[config.mk]
export PLATFORM = sky130hd
export DESIGN_NAME = temperature_slew_tracker_core
export DESIGN_NICKNAME = d
export VERILOG_FILES = /design/src/tst_pkg.sv /design/src/tst_mul.sv /design/src/tst_slew.sv /design/src/temperature_slew_tracker_core.sv
export SDC_FILE = /design/constraint.sdc
export NUM_CORES = 1
export LEC_CHECK = 0
export ABC_AREA = 1
export BUFFER_PORTS_ARGS = -buffer_cell sky130_fd_sc_hd__buf_2
export CAP_MARGIN = 20
export CORE_MARGIN = 1
export CORE_UTILIZATION = 30
export DETAILED_ROUTE_END_ITERATION = 8
export GPL_TIMING_DRIVEN = 0
export SKIP_CTS_REPAIR_TIMING = 1
export SYNTH_ARGS = -nofsm -noshare
export SYNTH_HDL_FRONTEND = slang
export SYNTH_HIERARCHICAL = 1
export SYNTH_SLANG_ARGS = --single-unit
[constraint.sdc]
create_clock -name clk -period 6.7 [get_ports clk]
set_clock_uncertainty 0.15 [all_clocks]
set_input_delay 1.34 -clock clk [delete_from_list [all_inputs] [get_ports clk]]
set_output_delay 1.34 -clock clk [all_outputs]
set_load 0.05 [all_outputs]
[src/tst_pkg.sv]
`timescale 1ns / 1ps
// Shared types and constants for the temperature slew tracker.
// No dependencies; used by tst_mul, tst_slew and the core.
package tst_pkg;

    localparam int SAMPLE_W = 10;
    localparam int OPND_W   = 16;
    localparam int PROD_W   = 2 * OPND_W;
    localparam int TEMP_W   = 8;
    localparam int TARGET_W = 15;

    localparam logic [OPND_W-1:0] REF_SCALE_RST = 16'd256;
    localparam logic [OPND_W-1:0] VOLT_LOW      = 16'd400;
    localparam logic [OPND_W-1:0] VOLT_HIGH     = 16'd950;
    localparam logic [OPND_W-1:0] VOLT_OFFSET   = 16'd535;
    localparam logic [OPND_W-1:0] TEMP_GAIN     = 16'd108;
    localparam logic [TEMP_W-1:0] TEMP_MID      = 8'd50;
    localparam logic [TEMP_W-1:0] BELOW_MARK    = 8'd128;
    localparam logic [TEMP_W-1:0] TEMP_MAX      = 8'd255;
    localparam logic [TEMP_W-1:0] DWELL_STEP    = 8'd2;
    localparam logic [TEMP_W-1:0] DWELL_RELOAD  = 8'd255;

    // Request from the sequencer to the slew tracker
    typedef struct packed {
        logic                update;
        logic [TARGET_W-1:0] target;
    } slew_req_t;

    // Temperature after the pending update
    typedef struct packed {
        logic [TEMP_W-1:0] temp;
        logic [TEMP_W-1:0] temp_signed;
    } slew_res_t;

endpackage

[src/tst_mul.sv]
`timescale 1ns / 1ps
// Shared 16x16 unsigned multiplier with a product register loaded on each pass.
// Depends on tst_pkg for operand and product widths.
module tst_mul
(
    input  logic                        clk,
    input  logic                        load,
    input  logic [tst_pkg::OPND_W-1:0]  op_a,
    input  logic [tst_pkg::OPND_W-1:0]  op_b,
    output logic [tst_pkg::PROD_W-1:0]  product
);

    logic [tst_pkg::PROD_W-1:0] product_reg;
    logic [tst_pkg::PROD_W-1:0] product_next;

    // Form the full-width product
    assign product_next = {{tst_pkg::OPND_W{1'b0}}, op_a} * {{tst_pkg::OPND_W{1'b0}}, op_b};

    // Load the product on a multiply pass, hold it otherwise
    always_ff @(posedge clk)
    begin
        if (load)
        begin
            product_reg <= product_next;
        end
    end

    assign product = product_reg;

endmodule

[src/tst_slew.sv]
`timescale 1ns / 1ps
// Slew-limited temperature tracker: kept temperature and rise/fall dwell counters.
// Depends on tst_pkg for the request/result structs and constants.
module tst_slew
(
    input  logic               clk,
    input  logic               rst_n,
    input  tst_pkg::slew_req_t req,
    output tst_pkg::slew_res_t res
);

    logic [tst_pkg::TEMP_W-1:0] tracked_reg;
    logic [tst_pkg::TEMP_W-1:0] tracked_next;
    logic [tst_pkg::TEMP_W-1:0] rise_dwell_reg;
    logic [tst_pkg::TEMP_W-1:0] rise_dwell_next;
    logic [tst_pkg::TEMP_W-1:0] fall_dwell_reg;
    logic [tst_pkg::TEMP_W-1:0] fall_dwell_next;
    logic [tst_pkg::TARGET_W-1:0] tracked_wide;

    assign tracked_wide = {{(tst_pkg::TARGET_W - tst_pkg::TEMP_W){1'b0}}, tracked_reg};

    // Step toward the target after the dwell runs out
    always_comb
    begin
        tracked_next    = tracked_reg;
        rise_dwell_next = rise_dwell_reg;
        fall_dwell_next = fall_dwell_reg;
        if (req.target > tracked_wide)
        begin
            fall_dwell_next = tst_pkg::DWELL_RELOAD;
            if (rise_dwell_reg != '0)
            begin
                rise_dwell_next = rise_dwell_reg - 8'd1;
            end
            else
            begin
                // hold at full scale instead of wrapping
                if (tracked_reg != tst_pkg::TEMP_MAX)
                begin
                    tracked_next = tracked_reg + 8'd1;
                end
                rise_dwell_next = tst_pkg::DWELL_STEP;
            end
        end
        else if (req.target < tracked_wide)
        begin
            rise_dwell_next = tst_pkg::DWELL_RELOAD;
            if (fall_dwell_reg != '0)
            begin
                fall_dwell_next = fall_dwell_reg - 8'd1;
            end
            else
            begin
                fall_dwell_next = tst_pkg::DWELL_STEP;
                tracked_next    = tracked_reg - 8'd1;
            end
        end
    end

    // Advance the tracker state on an update strobe
    always_ff @(posedge clk or negedge rst_n)
    begin
        if (!rst_n)
        begin
            tracked_reg    <= '0;
            rise_dwell_reg <= '0;
            fall_dwell_reg <= '0;
        end
        else if (req.update)
        begin
            tracked_reg    <= tracked_next;
            rise_dwell_reg <= rise_dwell_next;
            fall_dwell_reg <= fall_dwell_next;
        end
    end

    // Present the post-update temperature in both forms
    always_comb
    begin
        res.temp = tracked_next;
        if (tracked_next >= tst_pkg::TEMP_MID)
        begin
            res.temp_signed = tracked_next - tst_pkg::TEMP_MID;
        end
        else
        begin
            res.temp_signed = (tst_pkg::TEMP_MID - tracked_next) + tst_pkg::BELOW_MARK;
        end
    end

endmodule

[src/temperature_slew_tracker_core.sv]
`timescale 1ns / 1ps
// Top level of the temperature slew tracker: sequencer, config register, output register.
// Depends on tst_pkg, tst_mul and tst_slew.

// A sensor sample is taken while the block is idle. It then makes two passes through
// the single shared 16x16 multiplier (sample times reference_scale, then excess
// voltage times the gain) and an update step that updates the tracker and loads the
// output register, so no new sample is taken until the update step completes.
// in_stall is high from the transfer until the update step completes. If the previous
// result is still stalled when the update step is reached, the block waits there,
// holding the second product, until that result is taken.
// reference_scale resets to 256 and the user must write it with cfg_write_en only
// while idle; the block itself does not enforce this.
module temperature_slew_tracker_core
(
    input  logic                          clk,
    input  logic                          rst_n,
    input  logic                          cfg_write_en,
    input  logic [tst_pkg::OPND_W-1:0]    cfg_write_data,
    input  logic                          in_valid,
    output logic                          in_stall,
    input  logic [tst_pkg::SAMPLE_W-1:0]  sensor_sample,
    output logic                          out_valid,
    input  logic                          out_stall,
    output logic [tst_pkg::TEMP_W-1:0]    temperature,
    output logic [tst_pkg::TEMP_W-1:0]    temperature_signed,
    output logic                          sensor_fault
);

    typedef enum logic [1:0] {
        ST_IDLE,
        ST_SCALE,
        ST_GAIN,
        ST_UPDATE
    } state_t;

    state_t                        state_reg;
    state_t                        state_next;
    logic [tst_pkg::OPND_W-1:0]    ref_scale_reg;
    logic [tst_pkg::SAMPLE_W-1:0]  sample_reg;
    logic                          fault_reg;
    logic                          fault_next;
    logic                          out_valid_reg;
    logic [tst_pkg::TEMP_W-1:0]    temp_reg;
    logic [tst_pkg::TEMP_W-1:0]    temp_signed_reg;
    logic                          out_fault_reg;

    logic [tst_pkg::OPND_W-1:0]    op_a;
    logic [tst_pkg::OPND_W-1:0]    op_b;
    logic [tst_pkg::PROD_W-1:0]    product;
    logic                          mul_load;
    logic [tst_pkg::OPND_W-1:0]    volt;
    logic [tst_pkg::OPND_W-1:0]    excess;
    logic                          in_xfer;
    logic                          out_free;
    logic                          load_out;
    tst_pkg::slew_req_t            slew_req;
    tst_pkg::slew_res_t            slew_res;

    assign in_stall = (state_reg != ST_IDLE);
    assign in_xfer  = in_valid && !in_stall;
    assign out_free = !out_valid_reg || !out_stall;
    assign load_out = (state_reg == ST_UPDATE) && out_free;
    assign mul_load = (state_reg == ST_SCALE) || (state_reg == ST_GAIN);

    // Hold the calibration register
    always_ff @(posedge clk or negedge rst_n)
    begin
        if (!rst_n)
        begin
            ref_scale_reg <= tst_pkg::REF_SCALE_RST;
        end
        else if (cfg_write_en)
        begin
            ref_scale_reg <= cfg_write_data;
        end
    end

    // Derive voltage, fault and excess from the first product
    assign volt       = product[tst_pkg::OPND_W+7:8];
    assign fault_next = (volt < tst_pkg::VOLT_LOW) || (volt > tst_pkg::VOLT_HIGH);
    assign excess     = (volt >= tst_pkg::VOLT_OFFSET) ? (volt - tst_pkg::VOLT_OFFSET) : '0;

    // Select the multiplier operands for each pass
    always_comb
    begin
        case (state_reg)
            ST_SCALE:
            begin
                op_a = {{(tst_pkg::OPND_W - tst_pkg::SAMPLE_W){1'b0}}, sample_reg};
                op_b = ref_scale_reg;
            end
            ST_GAIN:
            begin
                op_a = excess;
                op_b = tst_pkg::TEMP_GAIN;
            end
            default:
            begin
                op_a = '0;
                op_b = '0;
            end
        endcase
    end

    tst_mul u_mul
    (
        .clk     (clk),
        .load    (mul_load),
        .op_a    (op_a),
        .op_b    (op_b),
        .product (product)
    );

    // Request a tracker update with the target from the second product
    assign slew_req.update = load_out;
    assign slew_req.target = product[tst_pkg::TARGET_W+7:8];

    tst_slew u_slew
    (
        .clk   (clk),
        .rst_n (rst_n),
        .req   (slew_req),
        .res   (slew_res)
    );

    // Advance the sequencer
    always_comb
    begin
        state_next = state_reg;
        case (state_reg)
            ST_IDLE:
            begin
                if (in_xfer)
                begin
                    state_next = ST_SCALE;
                end
            end
            ST_SCALE:  state_next = ST_GAIN;
            ST_GAIN:   state_next = ST_UPDATE;
            ST_UPDATE:
            begin
                if (out_free)
                begin
                    state_next = ST_IDLE;
                end
            end
            default:   state_next = ST_IDLE;
        endcase
    end

    // Hold state, captured sample and the output register
    always_ff @(posedge clk or negedge rst_n)
    begin
        if (!rst_n)
        begin
            state_reg       <= ST_IDLE;
            out_valid_reg   <= 1'b0;
            sample_reg      <= '0;
            fault_reg       <= 1'b0;
            temp_reg        <= '0;
            temp_signed_reg <= '0;
            out_fault_reg   <= 1'b0;
        end
        else
        begin
            state_reg <= state_next;
            if (in_xfer)
            begin
                sample_reg <= sensor_sample;
            end
            if (state_reg == ST_GAIN)
            begin
                fault_reg <= fault_next;
            end
            if (load_out)
            begin
                out_valid_reg   <= 1'b1;
                temp_reg        <= slew_res.temp;
                temp_signed_reg <= slew_res.temp_signed;
                out_fault_reg   <= fault_reg;
            end
            else if (!out_stall)
            begin
                out_valid_reg <= 1'b0;
            end
        end
    end

    assign out_valid          = out_valid_reg;
    assign temperature        = temp_reg;
    assign temperature_signed = temp_signed_reg;
    assign sensor_fault       = out_fault_reg;

endmodule
==> impl_metrics.json <==
{
  "power_mw": 5.50,
  "synth_warnings": 6,
  "gp_congestion": 0.910,
  "worst_slack_ps": 47.2,
  "crit_top_cell": "nand2_1",
  "cts_buffers": 9,
  "drt_pre_antenna_iters": 5,
  "antenna_found_initial": 0,
  "routed_wl_um": 36800,
  "die_area_mm2": 0.0462,
  "die_h_um": 215,
  "syn-mean-instance-area_um2": 7.21,
  "clk_latency_ps": 380,
  "critical_path_required_ps": 6660,
  "cts_buffer_depth": 2,
  "tightest_slew_ps": 544,
  "overflow": 0,
  "hold_viol": 0,
  "netlist_area_mm2": 0.0136,
  "dp_hpwl_um": 30100,
  "grt_pass1_vias": 11600,
  "synth.net_count": 2190,
  "start_kind": "flop",
  "slew_viol_final": 0,
  "portBuffers": 49,
  "grt_pass1_wl_um": 58800,
  "crit_type": "reg -> reg",
  "drive_gt1_frac": 0.187,
  "layout_min_cycle_time_ps": 6650,
  "grt_usage": 0.160,
  "die_w_um": 215,
  "routed-via-count": 11700,
  "grt_max_degree": 64,
  "hold_class": "reg -> reg",
  "core_area_mm2": 0.0445,
  "finalSetupViolations": 0,
  "fin_cells": 2583,
  "end_kind": "flop",
  "pre_cts_slack_ps": -1090,
  "vias_per_cell": 4.53,
  "fin_crit_sh": 0.993,
  "max_freq_mhz": 150,
  "drc": 0,
  "cts_tree": "done",
  "fillCellCount": 4663,
  "status": "finished, final reports clean",
  "numClockSinks": 87,
  "cp_max_fo": 8,
  "critPathSlowestCell": "fa_2",
  "n_antenna_cell": 0,
  "syn-instance-count": 1888,
  "cts.clk_slew.worst_paths_ps": 60,
  "root_buffer": "clkbuf_16",
  "area_delta_synth_final_pct": 18.4,
  "fin_tns_setup_ps": 0,
  "ios": 50,
  "rsz0062_at_grt": "true",
  "wl_per_cell_um": 14.2,
  "placed_cells": 2530,
  "vdd_drop_max_uv": 239,
  "nNetsFinal": 2288,
  "drt-initial-drc-count": 733,
  "leakage_nw": 9.33,
  "fin_util": 0.362,
  "powerDensity_mw_per_mm2": 341,
  "ant_nets": 0,
  "slowest_delay_ps": 570,
  "num_rows": 77,
  "max_cap_viol_count": 0,
  "start_util": 0.306,
  "arrival_ps": 6610,
  "htreeDepth": 3,
  "max_slew_margin": 0.637
}
==> worst paths after layout <==
check                                      startpoint                        to  cells past startpoint  slack [ps]
worst min-delay path            temperature_signed[6]     temperature_signed[6]                      2         320
min in group asynchronous                       rst_n  u_slew/rise_dwell_reg[4]                      1         650
worst min register to register  temperature_signed[6]     temperature_signed[6]                      2         320
max in group asynchronous                       rst_n          ref_scale_reg[8]                      2        5150
worst max register to register       u_mul/product[9]         u_mul/product[20]                     32          50
worst max-delay path                 u_mul/product[9]         u_mul/product[20]                     32          50
==> critical path, delay by kind of cell (launching register included) <==
kind	cells	cell delay (ps)
and+or+nand+nor	15	1310
buffers and inverters	8	850
AOI/OAI and AO/OA	1	120
adders and majority gates	8	3460
DFF	1	510
==> area by class of cell <==
| cell class | count | area, um2 | area share |
|---|---|---|---|
| timing repair buffer | 94 | 647 | 0.0401 |
| inverter | 472 | 1780 | 0.110 |
| sequential | 87 | 2260 | 0.140 |
| buffer | 75 | 554 | 0.0344 |
| multi-input combinational | 1247 | 9840 | 0.611 |
| tap | 592 | 741 | 0.0459 |
| clock buffer | 13 | 283 | 0.0175 |
| clock inverter | 3 | 20.0 | 0.00124 |
==> cells in the final DEF, fill, tap and decap left out, drive strengths merged, types with 16 or more instances in the layout <==
master and n:
nand2 648, xor2 25, edfxtp 16, ha 96, nand3 73, o21ai 58
dfrtp 70, fa 175, a21oi 27, inv 469, clkbuf 51, nor2 93
buf 131
==> where the power goes <==
group / switching (mW) / internal (mW)
clock: 0.227 / 0.298
sequential: 0.174 / 0.762
combinational: 2.55 / 1.48
==> through the flow <==
step,cell area [um2],hold WS [ps]
floorplan,13600,302
finish,16100,324
global placement,14600,310
CTS,14900,330
global route,16100,343
detailed placement,14600,313
==> routing by layer <==
layer / GRT usage / vias up / routed length [um]
met5: 0 / - / 0
met4: 0.0492 / 0 / 857
met3: 0.0293 / 54 / 2290
met2: 0.264 / 287 / 17700
met1: 0.212 / 5689 / 16000
li1: - / 5665 / -
Power figures use the tool's default switching activity.
